[src/sv/msts_pkg.sv]
// ----------------------------------------------------------------------------
// msts_pkg: shared definitions for the multi-slot timer scheduler
// Table size, field widths, action and status codes, and the layout of one
// timer entry as it is kept in the timer RAM.
// ----------------------------------------------------------------------------
package msts_pkg;

  // Number of timer slots in the table.
  localparam int SLOTS = 16;
  // Address width of the timer table and width of the walk counter.
  localparam int IDX_W = (SLOTS > 1) ? $clog2(SLOTS) : 1;
  localparam int CNT_W = $clog2(SLOTS + 1);

  localparam int SLOT_W    = 4;
  localparam int TIME_W    = 31;
  localparam int ELAPSED_W = 20;
  localparam int ACTION_W  = 2;
  localparam int STATUS_W  = 3;

  // Action codes carried on the input tuser.
  localparam logic [ACTION_W-1:0] ACT_SCHEDULE = 2'd0;
  localparam logic [ACTION_W-1:0] ACT_CANCEL   = 2'd1;
  localparam logic [ACTION_W-1:0] ACT_TICK     = 2'd2;

  // Status codes carried on the output tuser.
  localparam logic [STATUS_W-1:0] ST_ARMED     = 3'd0;
  localparam logic [STATUS_W-1:0] ST_REARMED   = 3'd1;
  localparam logic [STATUS_W-1:0] ST_CANCELLED = 3'd2;
  localparam logic [STATUS_W-1:0] ST_NO_CANCEL = 3'd3;
  localparam logic [STATUS_W-1:0] ST_RELOADED  = 3'd4;
  localparam logic [STATUS_W-1:0] ST_REMOVED   = 3'd5;
  localparam logic [STATUS_W-1:0] ST_IDLE      = 3'd6;

  // One timer entry, as stored in the RAM.
  typedef struct packed {
    logic              repeat_flag;
    logic [TIME_W-1:0] reload_period;
    logic [TIME_W-1:0] remaining_time;
  } timer_entry_t;

  localparam int ENTRY_W = $bits(timer_entry_t);

endpackage

[src/sv/msts_ram.sv]
// ----------------------------------------------------------------------------
// msts_ram: generic simple dual-port RAM
// One write port and one read port with a registered read; the read data
// holds while the read enable is low.
// ----------------------------------------------------------------------------
module msts_ram #(
  parameter int WIDTH = 8,
  parameter int DEPTH = 16
) (
  input  logic                                          clk,
  input  logic                                          we,
  input  logic [((DEPTH > 1) ? $clog2(DEPTH) : 1)-1:0] waddr,
  input  logic [WIDTH-1:0]                              wdata,
  input  logic                                          re,
  input  logic [((DEPTH > 1) ? $clog2(DEPTH) : 1)-1:0] raddr,
  output logic [WIDTH-1:0]                              rdata
);

  logic [WIDTH-1:0] mem [DEPTH];

  always_ff @(posedge clk) begin
    if (we) begin
      mem[waddr] <= wdata;
    end
    if (re) begin
      rdata <= mem[raddr];
    end
  end

endmodule

[src/sv/multi_slot_timer_scheduler_core.sv]
// ----------------------------------------------------------------------------
// multi_slot_timer_scheduler_core: table of software-style timers
// Arms, re-arms and cancels timer slots and walks the table on every tick,
// reporting each timer that fires.
// ----------------------------------------------------------------------------
// Usage. Commands arrive as words on the s_ channel: s_tuser holds the action
// (schedule, cancel, tick) and s_tdata the slot, period, repeat flag and
// elapsed time. Results leave as words on the m_ channel: m_tdata holds the
// slot, m_tuser the status, and m_tlast marks the final result of a command.
// A schedule or cancel command gives a single result, which is in the output
// register in the next cycle. A tick walks the timer RAM one slot per cycle
// while the walk is not stalled: reads for slots 0 to SLOTS-1 are issued back
// to back after the tick is taken, and each slot is updated and written back
// from its registered read data. The walk state then sees the walk drained and
// the flush state loads the final result into the output register. The single
// read port of the timer RAM sets the length of the walk.
// Firing results are held one deep in a pending register so that the last one
// can carry m_tlast; a tick with no firing reports one idle result.
// When the receiver stalls, the walk freezes on a firing slot that would need
// the busy output register; s_tready is low for the whole tick and whenever
// the output register holds a word that has not been taken.
// Reset clears all active marks and the control state; the RAM contents are
// left as they are and read data is only used for slots armed since reset.
// ----------------------------------------------------------------------------
module multi_slot_timer_scheduler_core (
  input  logic        clk,
  input  logic        rst,
  input  logic        s_tvalid,
  output logic        s_tready,
  // s_tdata, from bit 0 up: slot[3:0], period_us[30:0], repeat_req,
  // elapsed_us[19:0]
  input  logic [55:0] s_tdata,
  // s_tuser: action[1:0]
  input  logic [1:0]  s_tuser,
  output logic        m_tvalid,
  input  logic        m_tready,
  // m_tdata, from bit 0 up: slot_out[3:0], four zero bits
  output logic [7:0]  m_tdata,
  // m_tuser: status[2:0]
  output logic [2:0]  m_tuser,
  output logic        m_tlast
);

  // Sequencer states.
  localparam logic [1:0] S_IDLE  = 2'd0;
  localparam logic [1:0] S_WALK  = 2'd1;
  localparam logic [1:0] S_FLUSH = 2'd2;

  logic [1:0] state;
  logic [1:0] state_next;

  // Unpacked input fields.
  logic [msts_pkg::ACTION_W-1:0]  in_action;
  logic [msts_pkg::SLOT_W-1:0]    in_slot;
  logic [msts_pkg::TIME_W-1:0]    in_period;
  logic                           in_repeat;
  logic [msts_pkg::ELAPSED_W-1:0] in_elapsed;

  assign in_action  = s_tuser;
  assign in_slot    = s_tdata[3:0];
  assign in_period  = s_tdata[34:4];
  assign in_repeat  = s_tdata[35];
  assign in_elapsed = s_tdata[55:36];

  // Active marks live in flip-flops so that reset clears them at once.
  logic [msts_pkg::SLOTS-1:0] active;

  // Output register.
  logic                          out_valid;
  logic [msts_pkg::SLOT_W-1:0]   out_slot;
  logic [msts_pkg::STATUS_W-1:0] out_status;
  logic                          out_last;
  logic                          out_free;

  // Tick walk: read counter, slot in process, pending firing result.
  logic [msts_pkg::CNT_W-1:0]     rd_cnt;
  logic                           p_valid;
  logic [msts_pkg::IDX_W-1:0]     p_idx;
  logic [msts_pkg::ELAPSED_W-1:0] elapsed;
  logic                           pend_valid;
  logic [msts_pkg::SLOT_W-1:0]    pend_slot;
  logic [msts_pkg::STATUS_W-1:0]  pend_status;

  logic accept;
  logic slot_in_range;
  logic [msts_pkg::IDX_W-1:0] slot_idx;
  logic sched_ok;
  logic cancel_cmd;
  logic issue;
  logic walk_done;

  msts_pkg::timer_entry_t rd_entry;
  msts_pkg::timer_entry_t wr_entry;
  logic [msts_pkg::ENTRY_W-1:0] ram_rdata;
  logic                         ram_we;
  logic [msts_pkg::IDX_W-1:0]   ram_waddr;

  logic [msts_pkg::TIME_W-1:0] elapsed_ext;
  logic p_active;
  logic p_fire;
  logic p_dec;
  logic need_push;
  logic stall;
  logic load_cmd;
  logic load_push;
  logic load_final;

  assign out_free = !out_valid || m_tready;
  assign s_tready = (state == S_IDLE) && out_free;
  assign accept   = s_tvalid && s_tready;

  assign slot_in_range = 32'(in_slot) < msts_pkg::SLOTS;
  assign slot_idx      = msts_pkg::IDX_W'(in_slot);
  assign sched_ok      = accept && (in_action == msts_pkg::ACT_SCHEDULE) && slot_in_range;
  assign cancel_cmd    = accept && (in_action == msts_pkg::ACT_CANCEL);

  // Walk control. A read is issued each cycle, unless the walk is stalled, until
  // every slot is read; each slot is updated from its registered read data, so
  // the write address stays one behind the read address; no forwarding is needed.
  assign issue     = (state == S_WALK) && !stall
                     && (rd_cnt != msts_pkg::CNT_W'(msts_pkg::SLOTS));
  assign walk_done = (state == S_WALK) && !p_valid
                     && (rd_cnt == msts_pkg::CNT_W'(msts_pkg::SLOTS));

  assign rd_entry    = msts_pkg::timer_entry_t'(ram_rdata);
  assign elapsed_ext = msts_pkg::TIME_W'(elapsed);
  assign p_active    = p_valid && active[p_idx];
  // A timer fires when its remaining time does not exceed the elapsed time.
  assign p_fire      = p_active && !(rd_entry.remaining_time > elapsed_ext);
  assign p_dec       = p_active && (rd_entry.remaining_time > elapsed_ext);

  // A second firing pushes the pending result out; it waits for the output.
  assign need_push = p_fire && pend_valid;
  assign stall     = need_push && !out_free;

  assign load_cmd   = sched_ok || cancel_cmd;
  assign load_push  = need_push && out_free;
  assign load_final = (state == S_FLUSH) && out_free;

  // RAM write: schedule in idle, decrement or reload during the walk.
  always_comb begin
    wr_entry  = rd_entry;
    ram_we    = 1'b0;
    ram_waddr = p_idx;
    if (state == S_IDLE) begin
      ram_waddr               = slot_idx;
      ram_we                  = sched_ok;
      wr_entry.repeat_flag    = in_repeat;
      wr_entry.reload_period  = in_period;
      wr_entry.remaining_time = in_period;
    end else if (p_dec) begin
      ram_we                  = 1'b1;
      wr_entry.remaining_time = rd_entry.remaining_time - elapsed_ext;
    end else if (p_fire && rd_entry.repeat_flag && !stall) begin
      ram_we                  = 1'b1;
      wr_entry.remaining_time = rd_entry.reload_period;
    end
  end

  msts_ram #(
    .WIDTH (msts_pkg::ENTRY_W),
    .DEPTH (msts_pkg::SLOTS)
  ) u_timer_ram (
    .clk   (clk),
    .we    (ram_we),
    .waddr (ram_waddr),
    .wdata (wr_entry),
    .re    (issue),
    .raddr (rd_cnt[msts_pkg::IDX_W-1:0]),
    .rdata (ram_rdata)
  );

  always_comb begin
    state_next = state;
    unique case (state)
      S_IDLE: begin
        if (accept && (in_action == msts_pkg::ACT_TICK)) begin
          state_next = S_WALK;
        end
      end
      S_WALK: begin
        if (walk_done) begin
          state_next = S_FLUSH;
        end
      end
      S_FLUSH: begin
        if (out_free) begin
          state_next = S_IDLE;
        end
      end
      default: begin
        state_next = S_IDLE;
      end
    endcase
  end

  always_ff @(posedge clk) begin
    if (rst) begin
      state      <= S_IDLE;
      active     <= '0;
      out_valid  <= 1'b0;
      p_valid    <= 1'b0;
      pend_valid <= 1'b0;
      rd_cnt     <= '0;
    end else begin
      state <= state_next;

      // Active marks.
      if (sched_ok) begin
        active[slot_idx] <= 1'b1;
      end else if (cancel_cmd && slot_in_range) begin
        active[slot_idx] <= 1'b0;
      end else if (p_fire && !rd_entry.repeat_flag && !stall) begin
        active[p_idx] <= 1'b0;
      end

      // Walk pipeline.
      if (accept && (in_action == msts_pkg::ACT_TICK)) begin
        rd_cnt  <= '0;
        p_valid <= 1'b0;
      end else if (!stall) begin
        p_valid <= issue;
        if (issue) begin
          rd_cnt <= rd_cnt + 1'b1;
        end
      end

      // Pending firing result.
      if (p_fire && !stall) begin
        pend_valid <= 1'b1;
      end else if (load_final) begin
        pend_valid <= 1'b0;
      end

      // Output register.
      if (load_cmd || load_push || load_final) begin
        out_valid <= 1'b1;
      end else if (m_tready) begin
        out_valid <= 1'b0;
      end
    end
  end

  // Payload registers.
  always_ff @(posedge clk) begin
    if (accept && (in_action == msts_pkg::ACT_TICK)) begin
      elapsed <= in_elapsed;
    end
    if (!stall && issue) begin
      p_idx <= rd_cnt[msts_pkg::IDX_W-1:0];
    end
    if (p_fire && !stall) begin
      pend_slot   <= msts_pkg::SLOT_W'(p_idx);
      pend_status <= rd_entry.repeat_flag ? msts_pkg::ST_RELOADED : msts_pkg::ST_REMOVED;
    end
    priority if (load_cmd) begin
      out_slot <= in_slot;
      out_last <= 1'b1;
      if (sched_ok) begin
        out_status <= active[slot_idx] ? msts_pkg::ST_REARMED : msts_pkg::ST_ARMED;
      end else begin
        out_status <= (slot_in_range && active[slot_idx]) ? msts_pkg::ST_CANCELLED
                                                          : msts_pkg::ST_NO_CANCEL;
      end
    end else if (load_push) begin
      out_slot   <= pend_slot;
      out_status <= pend_status;
      out_last   <= 1'b0;
    end else if (load_final) begin
      out_last <= 1'b1;
      if (pend_valid) begin
        out_slot   <= pend_slot;
        out_status <= pend_status;
      end else begin
        out_slot   <= '0;
        out_status <= msts_pkg::ST_IDLE;
      end
    end else begin
    end
  end

  assign m_tvalid = out_valid;
  assign m_tdata  = {4'b0000, out_slot};
  assign m_tuser  = out_status;
  assign m_tlast  = out_last;

  // A frozen walk must not touch the table.
  a_stall_no_write: assert property (@(posedge clk) disable iff (rst)
    stall |-> !ram_we)
    else $error("timer RAM written while the walk is stalled");

  // The read and write ports never meet on one entry.
  a_no_collision: assert property (@(posedge clk) disable iff (rst)
    (ram_we && issue) |-> (ram_waddr != rd_cnt[msts_pkg::IDX_W-1:0]))
    else $error("read and write of the same timer entry in one cycle");

  // No firing result is left behind once a tick has finished.
  a_pend_cleared: assert property (@(posedge clk) disable iff (rst)
    (state == S_IDLE) |-> !pend_valid)
    else $error("pending firing result left over in idle");

  // A slot is only in process during the walk.
  a_proc_in_walk: assert property (@(posedge clk) disable iff (rst)
    p_valid |-> (state == S_WALK))
    else $error("slot in process outside the walk");

  // The closing cycle of a tick always hands a word to the output.
  a_flush_delivers: assert property (@(posedge clk) disable iff (rst)
    ((state == S_FLUSH) && out_free) |=> (m_tvalid && m_tlast))
    else $error("tick closed without a final result");

endmodule

[config.mk]
export PLATFORM = sky130hd
export DESIGN_NAME = multi_slot_timer_scheduler_core
export DESIGN_NICKNAME = d
export VERILOG_FILES = /design/src/sv/msts_pkg.sv /design/src/sv/msts_ram.sv /design/src/sv/multi_slot_timer_scheduler_core.sv
export SDC_FILE = /design/constraint.sdc
export NUM_CORES = 1
export LEC_CHECK = 0
export BUFFER_PORTS_ARGS = -buffer_cell sky130_fd_sc_hd__buf_2
export CELL_PAD_IN_SITES_DETAIL_PLACEMENT = 1
export CELL_PAD_IN_SITES_GLOBAL_PLACEMENT = 1
export CORE_MARGIN = 4
export CORE_UTILIZATION = 36
export CTS_CLUSTER_DIAMETER = 50
export DETAILED_ROUTE_END_ITERATION = 10
export HOLD_SLACK_MARGIN = 0.1
export MAX_ROUTING_LAYER = met4
export PLACE_DENSITY = 0.55
export SYNTH_ARGS = -nofsm -noshare
export SYNTH_HDL_FRONTEND = slang
export SYNTH_SLANG_ARGS = --single-unit
export TNS_END_PERCENT = 5
[constraint.sdc]
create_clock -name clk -period 7.5 [get_ports clk]
set_clock_uncertainty 0.15 [all_clocks]
set_input_delay 0 -clock clk [delete_from_list [all_inputs] [get_ports clk]]
set_output_delay 0 -clock clk [all_outputs]
set_load 0.05 [all_outputs]
==> impl_metrics.toml, run 1 <==
[status]
outcome = "finished, final reports clean"

[synthesis]
synth_area_leader_cell = "edfxtp_1"
netlist_top_cells_area = "edfxtp_1 73%, mux4_2 16%, nand2_1 1.4%, dfxtp_1 1.2%, clkbuf_1 0.72%"
ys_ff_latch = 1134
synth-edff-count = 1107
synth_area_per_cell_um2 = 20.3
syn-cell-area_um2 = 45300
ys_warn_count = 0
postSynth.topFlopCell = "edfxtp_1"
netlist_instances = 2230
ys_seq_area_share_pct = 74.5
yosysUniqueCellTypes = 76
synth_top_area_share_pct = 73.4
async_flop_share_pct = 0

[finish]
stdcell_count = 4210
final_cell_mix = "1,107 x edfxtp_1, 323 x mux4_2, 167 x nand2_1"
fillers = 11683
nNetsFinal = 2555
drive_gt1_share_pct = 26.9
area_delta_synth_final_pct = 17.2
post-route-util_pct = 42.7
mostFrequentLayoutCell = "edfxtp_1"

[sta]
fin_crit_sh_pct = 68.9
whs_ns = 0.170
max_slew_margin_pct = 14.8
slew_viol_final = 0
finalSetupViolations = 0
fin_crit_ns = 5.16
fin_ws_ns = 2.34
grt_setup_unrepaired = "false"
hold_viol_final = 0
tightestPinTransition_ns = 1.27
clock.fmax_mhz = 194

[routing]
postRouteAntennaNets = 0
drc_errors = 0
firstDrtPassIters = 5
finalWirelength_mm = 124
vias_per_cell = 5.55
drt-wirelength-per-cell_um = 29.5
first_iter_violations = 2398
num_vias = 23384

[global_routing]
grtUsageMet3_pct = 3.74
grt_max_degree = 124
grt_pass1_vias = 24855
grtUsageMet2_pct = 29.9
antenna_found_initial = 8
grt_usage_pct = 19.6
busiest_layer = "met2"
grt_pass1_wl_mm = 180
overflow = 0
grt_util_met1_pct = 27.0

[min_path]
holdCritStartpoint = "rst"
hold_path.class = "in -> reg"
whs_path_depth = 3
min_to = "m_tvalid"

[die]
die_h_um = 363
core_um2 = 124000
dieArea_um2 = 132000
io_pins = 76
initial_utilization_pct = 36.5
std_cell_rows = 129
die_x_um = 363

[cts]
root_buffer = "clkbuf_16"
cts_sinks = 1134
cts.clk_slew.worst_paths_ns = 0.05
cts_resized = 0
clk_path_buf_depth = 3
cts_hold_buf = 93
cts_setup_buffers = 0
ctsHtreeMaxLevel = 4
numCtsBuffers = 133
clock_latency_ns = 0.73
cts_tree = "done"

[setup_path]
arrival_ns = 5.35
rr_endpoint = "u_timer_ram.mem[13][56]"
cp_common_cell = "buf_4"
critical_path_required_ns = 7.69
endpoint_kind = "register"
critical_path_class = "reg -> reg"
path_cells = "mux4_2, mux2i_1, o32ai_2, nand2_1, nor2_1, nand2b_2, a21oi_2, nand3_1, o21bai_4, buf_4, buf_4"
startpoint_type = "register"
r2r-start = "p_idx[1]"
path_max_fanout = 37
rrSetupSlack_ns = 2.34
cp_slowest_stage_delay_ns = 0.68
cp_slowest_cell = "buf_4"
rr_worst_depth = 11

[pwr]
vdd_drop_max_uv = 169
power_density_nw_per_um2 = 262
pwr-share-comb_pct = 4.7
p_switching_mw = 3.01
power_mw = 13.9
power.share.clock_pct = 44.2
power.internal_mw = 10.9
swShare_pct = 21.7
leakage_nw = 16.5
pwr-share-seq_pct = 51.1

[placed_design]
dp_cells = 3879
globalplace.congestion = 0.844
port_buffers = 71
hpwl_mm = 72.4
pre_cts_slack_ns = 2.27

[run]
maxCapViolations = 0
how the worst max path moves through the flow:
stage	from	endpoint	slack, ns	cells past startpoint
after floorplan	m_tvalid	u_timer_ram.mem[14][0]	-0.46	9
after global placement	p_idx[1]	u_timer_ram.mem[13][30]	2.43	11
after CTS	u_timer_ram.rdata[17]	u_timer_ram.mem[14][9]	2.26	9
after detailed placement	u_timer_ram.rdata[2]	u_timer_ram.mem[11][9]	2.27	9
final	p_idx[1]	u_timer_ram.mem[13][56]	2.34	11
after global routing	u_timer_ram.rdata[2]	u_timer_ram.mem[11][25]	2.04	10
per-layer routing:
| metal | vias up | wire length, um |
|---|---|---|
| met5 | - | 0 |
| met3 | 188 | 7430 |
| met4 | 0 | 2880 |
| met1 | 12687 | 55000 |
| met2 | 772 | 58800 |
| li1 | 9737 | - |
cell usage after synthesis (14+ instances only):
cell      number
inv_1         35
nand2_1      167
dfxtp_1       27
a31oi_1       15
edfxtp_1    1107
nand3_1       31
mux4_2       323
xnor2_1       15
buf_2         14
clkbuf_1      87
nor3_1        22
ha_1          22
a21oi_1       43
buf_1         16
o21ai_0       34
nor2_1        68
flip-flops by register name, indices dropped and copies added (netlist names):
register and flops:
u_timer_ram.mem 1008, u_timer_ram.rdata 63, elapsed 20, active 16
rd_cnt 5, out_slot 4, p_idx 4, pend_slot 4
m_tuser 3, state 2, m_tlast 1, m_tvalid 1
p_valid 1, pend_status 1, pend_valid 1
power groups by stage:
stage               clock network, mW  logic, mW  registers (mW)
global placement                    0      0.611            7.23
finish                           6.14      0.657            7.10
CTS                              6.31      0.667            7.10
floorplan                           0      0.397            7.22
global route                     6.60      0.713            7.10
detailed placement                  0      0.627            7.23
worst max-delay path: cells and delay by family (launching register included):
kind                   cells  cell delay (ns)
and+or+nand+nor            4             1.18
muxes                      2             0.55
buffers and inverters      2             1.13
DFF                        1             0.64
AOI/OAI and AO/OA          3             1.04
final cells by class:
cell class	count	area, um^2	share of cell area, %
Antenna cell	3	7.51	0.0141
Clock inverter	74	663	1.25
Timing Repair Buffer	225	1790	3.38
Tap cell	1637	2050	3.86
Multi-Input combinational cell	940	11100	21.0
Sequential cell	1134	33800	63.7
Clock buffer	161	3500	6.59
Inverter	36	135	0.255
metrics by stage:
step                TNS (ns)  area (um^2)
finish                     0        53100
global route               0        53100
CTS                        0        53100
detailed placement         0        48000
global placement           0        48000
floorplan             -63.89        45300
cells by family (layout without fill, tap and decap cells):
logic type	after synthesis	count (layout)	synth area share [%]
adder cells (fa/ha/maj)	23	23	0.652
multiplexers	338	338	16.4
AND/OR/NAND/NOR	344	344	3.39
buffers and inverters	159	496	1.41
flip-flops	1134	1134	74.5
AO/OA/AOI/OAI	208	208	3.14
XOR/XNOR	23	23	0.445
other	1	7	0.00828
Note: power is estimated with default switching activity, not from simulation.
==> run 2, diff against run 1 <==
--- a/config.mk
+++ b/config.mk
@@ -5,6 +5,7 @@
 export SDC_FILE = /design/constraint.sdc
 export NUM_CORES = 1
 export LEC_CHECK = 0
+export ABC_AREA = 1
 export BUFFER_PORTS_ARGS = -buffer_cell sky130_fd_sc_hd__buf_2
 export CELL_PAD_IN_SITES_DETAIL_PLACEMENT = 1
 export CELL_PAD_IN_SITES_GLOBAL_PLACEMENT = 1
@@ -14,7 +15,7 @@
 export DETAILED_ROUTE_END_ITERATION = 10
 export HOLD_SLACK_MARGIN = 0.1
 export MAX_ROUTING_LAYER = met4
-export PLACE_DENSITY = 0.55
+export PLACE_DENSITY = 0.56
 export SYNTH_ARGS = -nofsm -noshare
 export SYNTH_HDL_FRONTEND = slang
 export SYNTH_SLANG_ARGS = --single-unit
==> constraint.sdc (replaced) <==
create_clock -name clk -period 5.4 [get_ports clk]
set_clock_uncertainty 0.15 [all_clocks]
set_input_delay 0 -clock clk [delete_from_list [all_inputs] [get_ports clk]]
set_output_delay 0 -clock clk [all_outputs]
set_load 0.05 [all_outputs]
==> impl_metrics.toml, run 2 <==
[placed_design]
dp_cells = 5561
globalplace.congestion = 0.840
port_buffers = 71
hpwl_mm = 88.3
pre_cts_slack_ns = 1.03

[setup_path]
path_max_fanout = 16
critical_path_class = "reg -> reg"
cp_slowest_stage_delay_ns = 0.87
startpoint_type = "register"
path_cells = "ha_1, a21oi_1, nand2_1, nand2_1, nand2_1, nand2_1, nand2_2, nand2_1, nand2_2, nand2_2, nand2_4, nor2_4, nand2_2, inv_2, o21ai_4, a21oi_4, buf_4"
path_delay_family = "compound AO/OA/AOI/OAI gates"
worst-path-buf-inv = 2
cp_common_cell = "nand2_1"
arrival_ns = 4.67
endpoint_kind = "register"
cp_slowest_cell = "a21oi_4"
critical_path_required_ns = 5.68

[finish]
nNetsFinal = 4147
top_register = "u_timer_ram.mem"
top_regs = "u_timer_ram.mem x1008, u_timer_ram.rdata x63, elapsed x20"
final_cell_mix = "1,107 x edfxtp_1, 616 x nand2_1, 585 x nor2_1"
ff_latch_area_um2 = 33800
stdcell_count = 5893
drive_gt1_share_pct = 9.82
fillers = 13350
mostFrequentLayoutCell = "edfxtp_1"
multi_input_area_um2 = 11500
largest_register_ffs = 1008
area_delta_synth_final_pct = 17.2

[synthesis]
yosysUniqueCellTypes = 50
synth_area_leader_cell = "edfxtp_1"
netlist_top_cells_area = "edfxtp_1 71%, o21ai_0 6.3%, nand2_1 5.0%, nor2_1 4.7%, o22ai_1 3.4%"
ys_seq_area_share_pct = 72.5
ys_warn_count = 0
synth.most_common_cell = "edfxtp_1"
ys_ff_latch = 1134
async_flop_share_pct = 0
postSynth.topFlopCell = "edfxtp_1"
syn-cell-area_um2 = 46600
synthTopCellsByCount = "1,107 x edfxtp_1, 616 x nand2_1, 588 x nor2_1"
synth-edff-count = 1107
netlist_instances = 3910
synth_top_area_share_pct = 71.3
synth_area_per_cell_um2 = 11.9

[global_routing]
antenna_found_initial = 5
grt_pass1_wl_mm = 226
overflow = 0
grt_pass1_vias = 32666
grt_max_degree = 176
grt_usage_pct = 23.1

[routing]
vias_per_cell = 5.46
firstDrtPassIters = 7
postRouteAntennaNets = 0
finalWirelength_mm = 154
first_iter_violations = 2911
drc_errors = 0
drt-wirelength-per-cell_um = 26.1
num_vias = 32163

[pwr]
power_density_nw_per_um2 = 374
leakage_nw = 18.7
vdd_drop_max_uv = 316

[die]
initial_utilization_pct = 36.4
std_cell_rows = 131
die_h_um = 368
die_x_um = 368
io_pins = 76
dieArea_um2 = 135000
core_um2 = 128000

[cts]
numCtsBuffers = 139
cts_tree = "done"
clock_latency_ns = 0.76
cts_sinks = 1134
root_buffer = "clkbuf_16"
ctsHtreeMaxLevel = 4
clk_path_buf_depth = 3
cts_resized = 0
cts.clk_slew.worst_paths_ns = 0.06

[sta]
tightestPinTransition_ns = 1.29
max_slew_margin_pct = 13.6
fin_crit_ns = 4.39
clock.fmax_mhz = 228
fin_crit_sh_pct = 81.3
slew_viol_final = 0
fin_ws_ns = 1.01
hold_viol_final = 0
finalSetupViolations = 0
grt_setup_unrepaired = "false"

[status]
outcome = "finished, final reports clean"

[run]
maxCapViolations = 0

[min_path]
hold_path.class = "in -> reg"
## run 2: cell types whose count changed in the layout (fill, tap and decap cells not counted), sizes merged, moves of 11 or more
| cell | delta |
|---|---|
| a21oi | +30 |
| buf | +20 |
| clkinv | -12 |
| inv | +122 |
| mux4 | -323 |
| nand2 | +454 |
| nand2b | -13 |
| nand3 | +58 |
| nand4 | +63 |
| nor2 | +529 |
| o21ai | +550 |
| o22ai | +243 |
| xnor2 | -11 |
## run 2: routing by layer
metal	share of wire, %	routed length [um]	global-route usage [%]
met5	0	0	-
met4	2.3	3540	6.06
met3	4.9	7590	3.29
met2	47	72000	36.1
met1	46	70800	31.8
## run 2: power by group
group          switching (mW)  total, mW  internal (mW)  leakage, nW
combinational           0.964       1.28          0.314         6.34
clock                    3.78       9.26           5.48         2.18
sequential             0.0389       9.87           9.83         10.2
## run 2: metrics by stage
| step | total power, mW | util (%) | TNS, ns | hold WS (ns) | cell area [um^2] |
|---|---|---|---|---|---|
| after CTS | 20.6 | 42.7 | 0 | 0.112 | 54600 |
| after floorplan | 10.7 | - | -464.35 | -0.0809 | 46600 |
| after global placement | 11.3 | 38.5 | 0 | 0.0978 | 49200 |
| after global routing | 21.1 | 42.7 | 0 | 0.165 | 54600 |
| after detailed placement | 11.3 | 38.5 | 0 | 0.0919 | 49200 |
| final | 20.4 | 42.7 | 0 | 0.169 | 54600 |
## run 2: logic make-up (layout without fill, tap and decap cells)
kind of cell	Yosys count	in the layout	share of synthesized area [%]
AND/OR/NAND/NOR	1402	1402	12.3
flip-flops	1134	1134	72.5
AO/OA/AOI/OAI	946	946	11.0
buffers and inverters	388	638	3.29
adder cells (fa/ha/maj)	23	23	0.634
XOR/XNOR	16	16	0.301
other	1	5	0.00805
## run 2: cell type report
type / count / area share (%)
flip-flops and latches: 1134 / 61.9
multi-input cells: 2391 / 21.1
clock buffers: 171 / 6.71
well taps: 1729 / 3.96
repair buffers: 241 / 3.78
clock inverters: 71 / 1.52
inverters: 155 / 1.10
diodes: 1 / 0.00458
## run 2: timing repair
action / 4_1_cts / 5_1_grt
hold buffers: 89 / 0
setup buffers: 0 / 0
hold endpoints to repair: 782 / 0
## run 2: worst paths after layout
path,slack (ns),depth (start not counted),to,start
setup / recovery,1.01,17,u_timer_ram.mem[2][49],u_timer_ram.rdata[2]
hold / removal,0.17,7,active[7],s_tdata[3]
setup reg to reg,1.01,17,u_timer_ram.mem[2][49],u_timer_ram.rdata[2]
hold reg to reg,0.36,2,rd_cnt[4],rd_cnt[4]
## run 2: worst min-delay path, delay by kind of cell
kind | cells | cell delay, ns
buffers and inverters | 2 | 0.68
and+or+nand+nor | 3 | 0.22
AOI/OAI and AO/OA | 2 | 0.11
